<file path="src/hdl/vng_pkg.sv">
package vng_pkg;

  typedef enum logic [1:0] {
    CMD_LOAD = 2'd0,
    CMD_TRI  = 2'd1,
    CMD_READ = 2'd2,
    CMD_NOP  = 2'd3
  } cmd_t;

  typedef struct packed {
    logic [1:0]         cmd;
    logic [9:0]         vertex_index;
    logic signed [15:0] pos_x;
    logic signed [15:0] pos_y;
    logic signed [15:0] pos_z;
    logic [15:0]        corner_a;
    logic [15:0]        corner_b;
    logic [15:0]        corner_c;
  } in_item_t;

  typedef struct packed {
    logic signed [15:0] normal_x;
    logic signed [15:0] normal_y;
    logic signed [15:0] normal_z;
    logic [9:0]         read_vertex;
    logic               used_fallback;
  } out_item_t;

  localparam int ACC_W = 48;
  localparam int POS_W = 48;
  localparam logic [15:0] UNIT_Q14 = 16'd16384;

  typedef enum logic [4:0] {
    S_IDLE,
    S_LOAD,
    S_TRI_RD_A,
    S_TRI_RD_B,
    S_TRI_RD_C,
    S_TRI_EDGE,
    S_TRI_MUL,
    S_TRI_CROSS,
    S_TRI_ACC_A,
    S_TRI_ACC_B,
    S_TRI_ACC_C,
    S_TRI_WAIT,
    S_RD_REQ,
    S_RD_WAIT,
    S_RD_ABS,
    S_RD_SHIFT,
    S_RD_SQ,
    S_RD_SUM,
    S_RD_SQRT,
    S_RD_DIV,
    S_RD_OUT
  } state_t;

  // datapath commands
  typedef struct packed {
    logic load_in;
    logic wr_load;
    logic rd_a;
    logic rd_b;
    logic rd_c;
    logic cap_a;
    logic cap_b;
    logic cap_c;
    logic edge_en;
    logic mul_en;
    logic cross_en;
    logic acc_rd;
    logic acc_wr;
    logic rd_acc;
    logic abs_en;
    logic shift_en;
    logic sq_en;
    logic sum_en;
    logic sqrt_start;
    logic div_start;
    logic out_load;
  } ctrl_t;

  typedef struct packed {
    logic tri_ok;
    logic idx_ok;
    logic sqrt_done;
    logic div_done;
    logic out_busy;
  } stat_t;

endpackage

</file>
<file path="src/hdl/vng_ctrl.sv">
module vng_ctrl (
  input  logic           clk,
  input  logic           rst,
  input  logic           in_valid,
  output logic           in_ready,
  input  logic [1:0]     cmd,
  input  vng_pkg::stat_t stat,
  output vng_pkg::ctrl_t ctrl
);
  import vng_pkg::*;

  state_t state, state_next;
  logic [1:0] acc_cnt, acc_cnt_next;

  always_ff @(posedge clk) begin
    if (rst) begin
      state   <= S_IDLE;
      acc_cnt <= '0;
    end else begin
      state   <= state_next;
      acc_cnt <= acc_cnt_next;
    end
  end

  always_comb begin
    state_next   = state;
    acc_cnt_next = acc_cnt;
    case (state)
      S_IDLE: begin
        if (in_valid) begin
          case (cmd_t'(cmd))
            CMD_LOAD: state_next = S_LOAD;
            CMD_TRI:  state_next = S_TRI_RD_A;
            CMD_READ: state_next = S_RD_REQ;
            default:  state_next = S_IDLE;
          endcase
        end
      end
      S_LOAD:     state_next = S_IDLE;
      S_TRI_RD_A: state_next = stat.tri_ok ? S_TRI_RD_B : S_IDLE;
      S_TRI_RD_B: state_next = S_TRI_RD_C;
      S_TRI_RD_C: state_next = S_TRI_EDGE;
      S_TRI_EDGE: state_next = S_TRI_MUL;
      S_TRI_MUL:  state_next = S_TRI_CROSS;
      S_TRI_CROSS: state_next = S_TRI_ACC_A;
      S_TRI_ACC_A: state_next = S_TRI_WAIT;
      S_TRI_ACC_B: state_next = S_TRI_WAIT;
      S_TRI_ACC_C: state_next = S_TRI_WAIT;
      S_TRI_WAIT: begin
        // accumulator read data is back; write it, move to next corner
        acc_cnt_next = acc_cnt + 2'd1;
        if (acc_cnt == 2'd2) begin
          acc_cnt_next = '0;
          state_next   = S_IDLE;
        end else if (acc_cnt == 2'd0) begin
          state_next = S_TRI_ACC_B;
        end else begin
          state_next = S_TRI_ACC_C;
        end
      end
      S_RD_REQ:   state_next = S_RD_WAIT;
      S_RD_WAIT:  state_next = S_RD_ABS;
      S_RD_ABS:   state_next = S_RD_SHIFT;
      S_RD_SHIFT: state_next = S_RD_SQ;
      S_RD_SQ:    state_next = S_RD_SUM;
      S_RD_SUM:   state_next = S_RD_SQRT;
      S_RD_SQRT:  state_next = stat.sqrt_done ? S_RD_DIV : S_RD_SQRT;
      S_RD_DIV:   state_next = stat.div_done ? S_RD_OUT : S_RD_DIV;
      S_RD_OUT:   state_next = stat.out_busy ? S_RD_OUT : S_IDLE;
      default:    state_next = S_IDLE;
    endcase
  end

  always_comb begin
    ctrl = '0;
    in_ready = (state == S_IDLE);
    case (state)
      S_IDLE:      ctrl.load_in = in_valid;
      S_LOAD:      ctrl.wr_load = 1'b1;
      S_TRI_RD_A:  ctrl.rd_a = 1'b1;
      S_TRI_RD_B:  begin ctrl.rd_b = 1'b1; ctrl.cap_a = 1'b1; end
      S_TRI_RD_C:  begin ctrl.rd_c = 1'b1; ctrl.cap_b = 1'b1; end
      S_TRI_EDGE:  begin ctrl.cap_c = 1'b1; ctrl.edge_en = 1'b1; end
      S_TRI_MUL:   ctrl.mul_en = 1'b1;
      S_TRI_CROSS: ctrl.cross_en = 1'b1;
      S_TRI_ACC_A, S_TRI_ACC_B, S_TRI_ACC_C: ctrl.acc_rd = 1'b1;
      S_TRI_WAIT:  ctrl.acc_wr = 1'b1;
      S_RD_REQ:    ctrl.rd_acc = 1'b1;
      S_RD_ABS:    ctrl.abs_en = 1'b1;
      S_RD_SHIFT:  ctrl.shift_en = 1'b1;
      S_RD_SQ:     ctrl.sq_en = 1'b1;
      S_RD_SUM:    begin ctrl.sum_en = 1'b1; ctrl.sqrt_start = 1'b1; end
      S_RD_SQRT:   ctrl.div_start = stat.sqrt_done;
      S_RD_OUT:    ctrl.out_load = !stat.out_busy;
      default:     ctrl = '0;
    endcase
  end

  assert property (@(posedge clk) disable iff (rst)
    (state == S_TRI_WAIT) |-> (acc_cnt != 2'd3))
    else $error("corner counter overrun");
  assert property (@(posedge clk) disable iff (rst)
    in_ready |-> (acc_cnt == 2'd0))
    else $error("idle with corner count pending");
  assert property (@(posedge clk) disable iff (rst)
    (state == S_RD_SUM) |=> (state == S_RD_SQRT))
    else $error("sqrt not entered after sum");
endmodule

</file>
<file path="config.mk">
export PLATFORM = sky130hd
export DESIGN_NAME = vng_ctrl
export DESIGN_NICKNAME = d
export VERILOG_FILES = /design/src/hdl/vng_pkg.sv /design/src/hdl/vng_ctrl.sv
export SDC_FILE = /design/constraint.sdc
export NUM_CORES = 1
export LEC_CHECK = 0
export ABC_AREA = 1
export BUFFER_PORTS_ARGS = -buffer_cell sky130_fd_sc_hd__buf_2
export CAP_MARGIN = 20
export CORE_UTILIZATION = 30
export CTS_CLUSTER_DIAMETER = 100
export CTS_CLUSTER_SIZE = 14
export DETAILED_ROUTE_END_ITERATION = 6
export GPL_TIMING_DRIVEN = 0
export HOLD_SLACK_MARGIN = 0.12
export SYNTH_ARGS = -nofsm -noshare
export SYNTH_HDL_FRONTEND = slang
export SYNTH_SLANG_ARGS = --single-unit
</file>
<file path="constraint.sdc">
create_clock -name clk -period 2.1 [get_ports clk]
set_clock_uncertainty 0.1 [all_clocks]
set_input_delay 0.315 -clock clk [delete_from_list [all_inputs] [get_ports clk]]
set_output_delay 0.315 -clock clk [all_outputs]
set_load 0.02 [all_outputs]
</file>
== Yosys cells after proc, flatten, opt, wreduce, memory -nomap -nowiden ==
Cells that the tools add are included.
Storage, ports and cells
  bits in registers: 7
  latch bits: 0
  bits in writable memories: 0
  bits in read-only memories: 0
  output and inout bits: 22
  logic and storage cells: 59
  memories: 0
Cells by class
  add/subtract/negate cells: 1
  multiply operators: 0
  div/mod/pow operators: 0
  magnitude comparators: 0
  eq/ne operators: 24
  shifts and indexed selects: 0
  multiplexer cells: 27
  bitwise operators: 0
  reductions and logical operators: 5
Operators with widths (count)
  $pmux 5 s18: 1
  $eq 5x4->1 const B: 8
  $eq 5x5->1 const B: 5
  $eq 5x3->1 const B: 4
  $mux 1: 16
  $pmux 4 s3: 1
  $eq 5x2->1 const B: 2
  $mux 2: 5
  $mux 5: 2
  $eq 5x1->1 const B: 1
  $logic_not 5->1: 1
  $eq 2x2->1 const B: 2
  $logic_not 2->1: 2
  $mux 4: 1
  $mux 3: 1
  $reduce_or 3->1: 1
  $add 2x1->2 const B: 1
  $eq 2x1->1 const B: 1
  $ne 2x2->1 const B: 1
  $logic_not 1->1: 1

== Depth between registers and ports, before layout ==
Gate-level depths: netlist of the first run.
  depth after elaboration: 4
  gate-level depth with buffers: 10
  gate-level depth less buffers: 10

== Least setup slack after synthesis of the first run ==
OpenSTA, ideal clock, no wires.
  path kind: reg2out
  start: register state[4]
  end: output port ctrl[3] (netlist name)
  arrival time: 1645 ps
  data required time: 1685 ps
  setup slack: 40 ps
  stages on the path, launching flop included: 4
  buffers on the path: 1
  cell sequence: dfxtp_1 inv_4 nor4_1 buf_4
RTL lines
  start, declared: RTL line vng_ctrl.sv:12  | state_t state, state_next;
  start signal, assigned: RTL line vng_ctrl.sv:20  | state <= state_next;
  end, declared: RTL line vng_ctrl.sv:8  | output vng_pkg::ctrl_t ctrl

==> results.tsv, run 1 <==
metric	value	unit
status	finished clean	
share of flip-flops with an asynchronous set or reset	0	%
HPWL after detailed placement	1550	um
Clock Path Buffers	2	
count of state elements after synthesis	7	
Die Footprint	0.00257	sq mm
pwr dens	623	mW/mm^2
CTS resizes	0	
Setup crit start kind	register	
first-pass GRT wire length	2990	um
most numerous cell in the Yosys netlist	nor2_1	
total track usage	15.5	%
initial core utilization	32.1	%
final worst-path cycle share	94.8	%
WL per Instance	9.95	um
chip height	50.7	um
setup TNS	0	ns
top-area cell type share of the netlist area	19.7	%
layout cells sized above 1	37.2	%
Tot Pwr	0.575	mW
Inserted Diodes	0	
critical path arrival	1.58	ns
Pins Over Slew Limit	0	
Clock Latency Late Sink	0.26	ns
critical path's largest stage delay	0.52	ns
top post-synthesis cells by count	23 x nor2_1, 22 x nand2_1, 20 x inv_1	
I/O Buffers	30	
worst hold path class	input port to register	
Max VDD drop	383	uV
MaxCap Viol Count	0	
Core Area	0.00221	sq mm
Pre-Repair DR Iteration Count	4	
post-synth top area cell	dfxtp_1	
Lkg Pwr	0.609	nW
main area contributors after synthesis	dfxtp_1 20%, nor2_1 12%, nand2_1 12%, inv_1 11%, nand3_1 9.2%	
worst slew pin tran	0.367	ns
Clock Sinks	7	
post-synthesis sequential area ratio	19.7	%
RSZ-0062 raised after global routing	no	
Via-to-Cell Ratio	4.58	
Final nets	167	
Vias	842	
Slew HR	75.5	%
Num CTS Buffers	3	
H-Tree Depth	1	
GRT overflow	0	
vias in the first global route	729	
CP Max Fanout	10	
syn_nets	132	
Final Hold Fails	0	
CTS root buffer	clkbuf_4	
Post-synth EDFFs	0	
DRC	0	
synth warn	0	
Final ANT Viol Nets	0	
Final Core Density	41.7	%
Rows	17	
Crit. End Element	primary output	
hold buffers post-CTS	0	
Slowest cell on crit path	dfxtp_1	
area grow syn2layout	29.8	%
CTS tree	built	
Setup-failing EPs final	0	
Iter 0 DRT Violations	22	
initial antenna violation count	0	
Setup Buffers After CTS	0	
required time worst endpoint	1.68	ns
die width	50.7	um
Routed WL	1830	um
boundary pin count	32	
leading register cell type out of synthesis	dfxtp_1	
crit path kind	register to primary output	
FILL cells	252	
Synth Instances	122	
Tmin final	1.99	ns
mapped cell area	711	sq um
largest net degree at the start of global routing	11	
Fmax	502	MHz
CP Cell Sequence	inv_4 -> nor4_1 -> buf_4 -> buf_2	
Yosys cell types	23	
gp weighted congestion	0.861	
Clock transition at path regs	0.05	ns
syn_area_per_cell	5.83	sq um
## stage by stage
step	worst slack [ns]	instance area, sq um	cells	hold WS, ns
3_3_place_gp	0.408	896	180	0.384
3_5_place_dp	0.356	896	180	0.400
6_report	0.109	922	184	0.192
4_1_cts	0.0702	922	184	0.182
2_1_floorplan	0.0400	711	122	0.284
5_1_grt	0.0263	922	184	0.199
## sequential cells by signal, summed over array words and instances, names as in the netlist
| signal | flops |
|---|---|
| acc_cnt | 2 |
| state | 5 |
## worst paths after layout
kind / startpoint / end / slack, ns / depth (start not counted)
worst max-delay path: state[4]$_SDFFE_PP0P_ / ctrl[3] / 0.11 / 4
worst min register to register: acc_cnt[0]$_SDFFE_PP0P_ / acc_cnt[0]$_SDFFE_PP0P_ / 0.41 / 2
worst max register to register: state[4]$_SDFFE_PP0P_ / state[3]$_SDFFE_PP0P_ / 0.63 / 6
worst min-delay path: rst / state[0]$_SDFFE_PP0P_ / 0.19 / 2
## critical path: cells and delay by family, from the launching register on
kind / cells / cell delay [ns]
DFF: 1 / 0.52
and+or+nand+nor: 1 / 0.35
buffers and inverters: 3 / 0.44
## power breakdown
part | leakage [nW] | internal (mW) | total (mW) | switching (mW)
clock network | 0.0150 | 0.0728 | 0.127 | 0.0544
logic | 0.537 | 0.0917 | 0.277 | 0.186
registers | 0.0568 | 0.145 | 0.170 | 0.0250
## metal layers
| metal | routed length, um | vias to the layer above | part of all wire, % | track usage (%) |
|---|---|---|---|---|
| li1 | - | 449 | - | - |
| met1 | 845 | 371 | 46 | 20.4 |
| met2 | 878 | 19 | 48 | 25.1 |
| met3 | 79 | 3 | 4.3 | 0.909 |
| met4 | 28 | 0 | 1.5 | 8.33 |
| met5 | 0 | - | 0 | 0 |
## final cells by class
cell class	count	area [sq um]	area share, %
plain buffers	4	30.0	3.26
well taps	28	35.0	3.80
repair buffers	30	150	16.3
inverters	22	85.1	9.23
multi-input cells	89	455	49.4
clock buffers	4	26.3	2.85
flip-flops and latches	7	140	15.2
## cell families after synthesis
| kind of cell | Yosys count | share of synthesized area, % |
|---|---|---|
| simple gates | 83 | 59.0 |
| buf+inv | 26 | 16.2 |
| flops | 7 | 19.7 |
| compound gates | 6 | 5.11 |
## cell usage in the layout (no fill, tap or decap)
cell type and instances:
nor2_1 23, a21oi_2 1, nor2_4 2, inv_2 1
clkbuf_4 3, nand2_1 22, a211oi_1 1, nor4_1 1
o21ai_0 2, nand3_1 13, nand3_2 3, inv_4 1
inv_1 20, nor3_1 2, buf_2 30, nor2_2 6
dfxtp_1 7, nand2_4 1, nand4_1 2, clkbuf_1 1
buf_4 4, nand2_2 5, a21oi_1 2, nand3b_1 1
and2_1 1, nor3_2 1
Note: power is estimated with default switching activity, not from simulation.
==> inputs of run 2 (changes only) <==
--- a/config.mk
+++ b/config.mk
@@ -8,12 +8,13 @@
 export ABC_AREA = 1
 export BUFFER_PORTS_ARGS = -buffer_cell sky130_fd_sc_hd__buf_2
 export CAP_MARGIN = 20
-export CORE_UTILIZATION = 30
+export CORE_UTILIZATION = 49
 export CTS_CLUSTER_DIAMETER = 100
 export CTS_CLUSTER_SIZE = 14
 export DETAILED_ROUTE_END_ITERATION = 6
 export GPL_TIMING_DRIVEN = 0
 export HOLD_SLACK_MARGIN = 0.12
+export PLACE_DENSITY = 0.83
 export SYNTH_ARGS = -nofsm -noshare
 export SYNTH_HDL_FRONTEND = slang
 export SYNTH_SLANG_ARGS = --single-unit
==> constraint.sdc (replaced) <==
create_clock -name clk -period 2.1 [get_ports clk]
set_clock_uncertainty 0.1 [all_clocks]
set_input_delay 0.42 -clock clk [delete_from_list [all_inputs] [get_ports clk]]
set_output_delay 0.42 -clock clk [all_outputs]
set_load 0.02 [all_outputs]
==> run 2 against run 1 <==
Non-clock buffer count unchanged. Hold slack better by 0.11 ns. First-iteration DRC count down 9.1%. Die area fell by 37%. Clock power about the same. Utilization rose by 28 points. Design area did not move. Global-route usage grew 10 points. Sequential share of layout area rose by 0.27 points. Routed wire length grew 1.7%. Worst setup slack got worse by 0.023 ns. Highest routed layer unchanged.
==> results.tsv, run 2 (synthesis results as in run 1) <==
metric	value	unit	change
commonest non-fill, non-tap cell in the layout	buf_2		
GRT overflow	0		unchanged
CTS resizes	0		unchanged
critical path arrival	1.49	ns	-0.09 ns
Clock Latency Late Sink	0.26	ns	about the same
total track usage	25.9	%	+10 points
Final nets	167		unchanged
Final Hold Fails	0		unchanged
max reg flops	5		unchanged
WL per Instance	10.9	um	+9.5%
Tot Pwr	0.582	mW	+1.3%
Critical Path Sink	ctrl[16]		
critical path depth	5		+1
crit-path leading delay family	simple AND/OR/NAND/NOR gates		
MaxCap Viol Count	0		unchanged
H-Tree Depth	1		unchanged
Core Area	0.00132	sq mm	-40%
RR Endpoint	state[3]$_SDFFE_PP0P_		
Iter 0 DRT Violations	20		-9.1%
RSZ-0062 raised after global routing	yes		
most frequent cells in the layout	30 x buf_2, 23 x nor2_1, 21 x nand2_1, 20 x inv_1, 13 x nand3_1		
switching share of power	46.4	%	+0.23 points
R2R cell count	6		unchanged
Setup Buffers After CTS	0		unchanged
boundary pin count	32		unchanged
worst hold path class	input port to register		
Via-to-Cell Ratio	5.24		+15%
worst slew pin tran	0.344	ns	-0.0236 ns
vias in the first global route	706		-3.2%
Num CTS Buffers	3		unchanged
critical path's largest stage delay	0.40	ns	-0.12 ns
chip height	40.1	um	-21%
CTS tree	built		
gp weighted congestion	0.926		+7.6%
DRC	0		unchanged
pwr dens	631	mW/mm^2	+1.3%
required time worst endpoint	1.58	ns	-0.10 ns
Pins Over Slew Limit	0		unchanged
Slew HR	77.1	%	+1.6 points
die width	40.1	um	-21%
crit path from	state[1]$_SDFFE_PP0P_		
Clock Power Share	21.5	%	-0.6 points
FF/Latch Area	143	sq um	+1.8%
FILL cells	124		-51%
FF-to-FF setup slack	0.66	ns	+0.03 ns
largest net degree at the start of global routing	11		unchanged
Lkg Pwr	0.610	nW	+0.21%
Final ANT Viol Nets	0		unchanged
Logic pwr share	49.0	%	+0.7 points
Routed WL	1860	um	+1.7%
Setup-failing EPs final	0		unchanged
Inserted Diodes	0		unchanged
Clock Sinks	7		unchanged
Fmax	496	MHz	-1.1%
WHS	0.303	ns	+0.111 ns
Max VDD drop	491	uV	+28%
I/O Buffers	30		unchanged
Psw	0.270	mW	+1.8%
first-pass GRT wire length	2810	um	-6.2%
Clock Path Buffers	2		unchanged
HPWL after detailed placement	1540	um	-0.49%
hold buffers post-CTS	0		unchanged
initial core utilization	53.9	%	+22 points
Clock transition at path regs	0.05	ns	about the same
CTS root buffer	clkbuf_4		
part of the power in registers	29.4	%	-0.2 points
CP Cell Sequence	nor2_4 -> nand2_2 -> nor3_1 -> buf_4 -> buf_2		
Tmin final	2.01	ns	+0.0230 ns
final worst-path cycle share	95.9	%	+1.1 points
crit path kind	register to primary output		
WP buf/inv	2		-1
largest registers	state (5), acc_cnt (2)		
Crit. End Element	primary output		
Vias	896		+6.4%
Top reg by flops	state		
status	finished clean		
Rows	13		-4
CP Max Fanout	6		-4
setup TNS	0	ns	unchanged
Setup crit start kind	register		
Pre-Repair DR Iteration Count	4		unchanged
Slowest cell on crit path	dfxtp_1		
area grow syn2layout	29.8	%	unchanged
worst r2r src	state[1]$_SDFFE_PP0P_		
Internal Power	0.312	mW	+0.89%
layout cells sized above 1	39.7	%	+2.6 points
Die Footprint	0.00161	sq mm	-37%
initial antenna violation count	0		unchanged
multi-input logic area	469	sq um	+3.0%
==> run 2: cell count changes in the layout (fill, tap and decap cells not counted) <==
cell | previous run | this run
nand2_1 | 22 | 21
nor4_2 | 0 | 1
nor2_4 | 2 | 3
nor4_1 | 1 | 0
nor2_2 | 6 | 5
nand2_2 | 5 | 6
dfxtp_2 | 0 | 2
dfxtp_1 | 7 | 5
==> run 2: layer usage <==
layer	wire (um)	global-route usage [%]
met1	768	30.7
met2	948	46.4
met3	125	5.00
met4	21	7.76
met5	0	0
==> run 2: worst min path at each step <==
stage / cells after the start / from / slack, ns / endpoint
2_1_floorplan: 2 / acc_cnt[1]$_SDFFE_PP0P_ / 0.37 / acc_cnt[1]$_SDFFE_PP0P_
3_3_place_gp: 2 / acc_cnt[1]$_SDFFE_PP0P_ / 0.39 / acc_cnt[1]$_SDFFE_PP0P_
3_5_place_dp: 2 / acc_cnt[0]$_SDFFE_PP0P_ / 0.40 / acc_cnt[0]$_SDFFE_PP0P_
4_1_cts: 2 / rst / 0.31 / state[1]$_SDFFE_PP0P_
5_1_grt: 2 / rst / 0.31 / state[0]$_SDFFE_PP0P_
6_report: 2 / rst / 0.30 / state[0]$_SDFFE_PP0P_
==> run 2: per-stage QoR <==
step | utilization [%] | cell area, sq um | setup WS, ns | instances
final | 70.0 | 922 | 0.0858 | 171
after global routing | 70.0 | 922 | -0.0323 | 171
after CTS | 69.2 | 912 | 0.0592 | 171
after detailed placement | 67.2 | 886 | 0.337 | 167
after global placement | 67.2 | 886 | 0.384 | 167
after floorplan | - | 717 | 0.167 | 122
==> run 2: final cells by class <==
cell class                      instances  share of cell area [%]
Multi-Input combinational cell         89                    50.9
Timing Repair Buffer                   30                    16.3
Sequential cell                         7                    15.5
Inverter                               22                    9.23
Buffer                                  4                    3.26
Clock buffer                            4                    2.85
Tap cell                               15                    2.04
==> run 2: power by group through the flow <==
| stage | combinational (mW) | sequential [mW] | clock (mW) |
|---|---|---|---|
| after floorplan | 0.207 | 0.168 | 0 |
| after global placement | 0.273 | 0.171 | 0 |
| after detailed placement | 0.279 | 0.172 | 0 |
| after CTS | 0.280 | 0.169 | 0.126 |
| after global routing | 0.313 | 0.173 | 0.133 |
| final | 0.286 | 0.171 | 0.125 |
==> run 2: worst reg2reg max path: cells and delay by family (launching register included) <==
kind / cells / cell delay, ns
AO/OA/AOI/OAI: 1 / 0.13
flip-flops: 1 / 0.52
AND/OR/NAND/NOR: 5 / 0.58
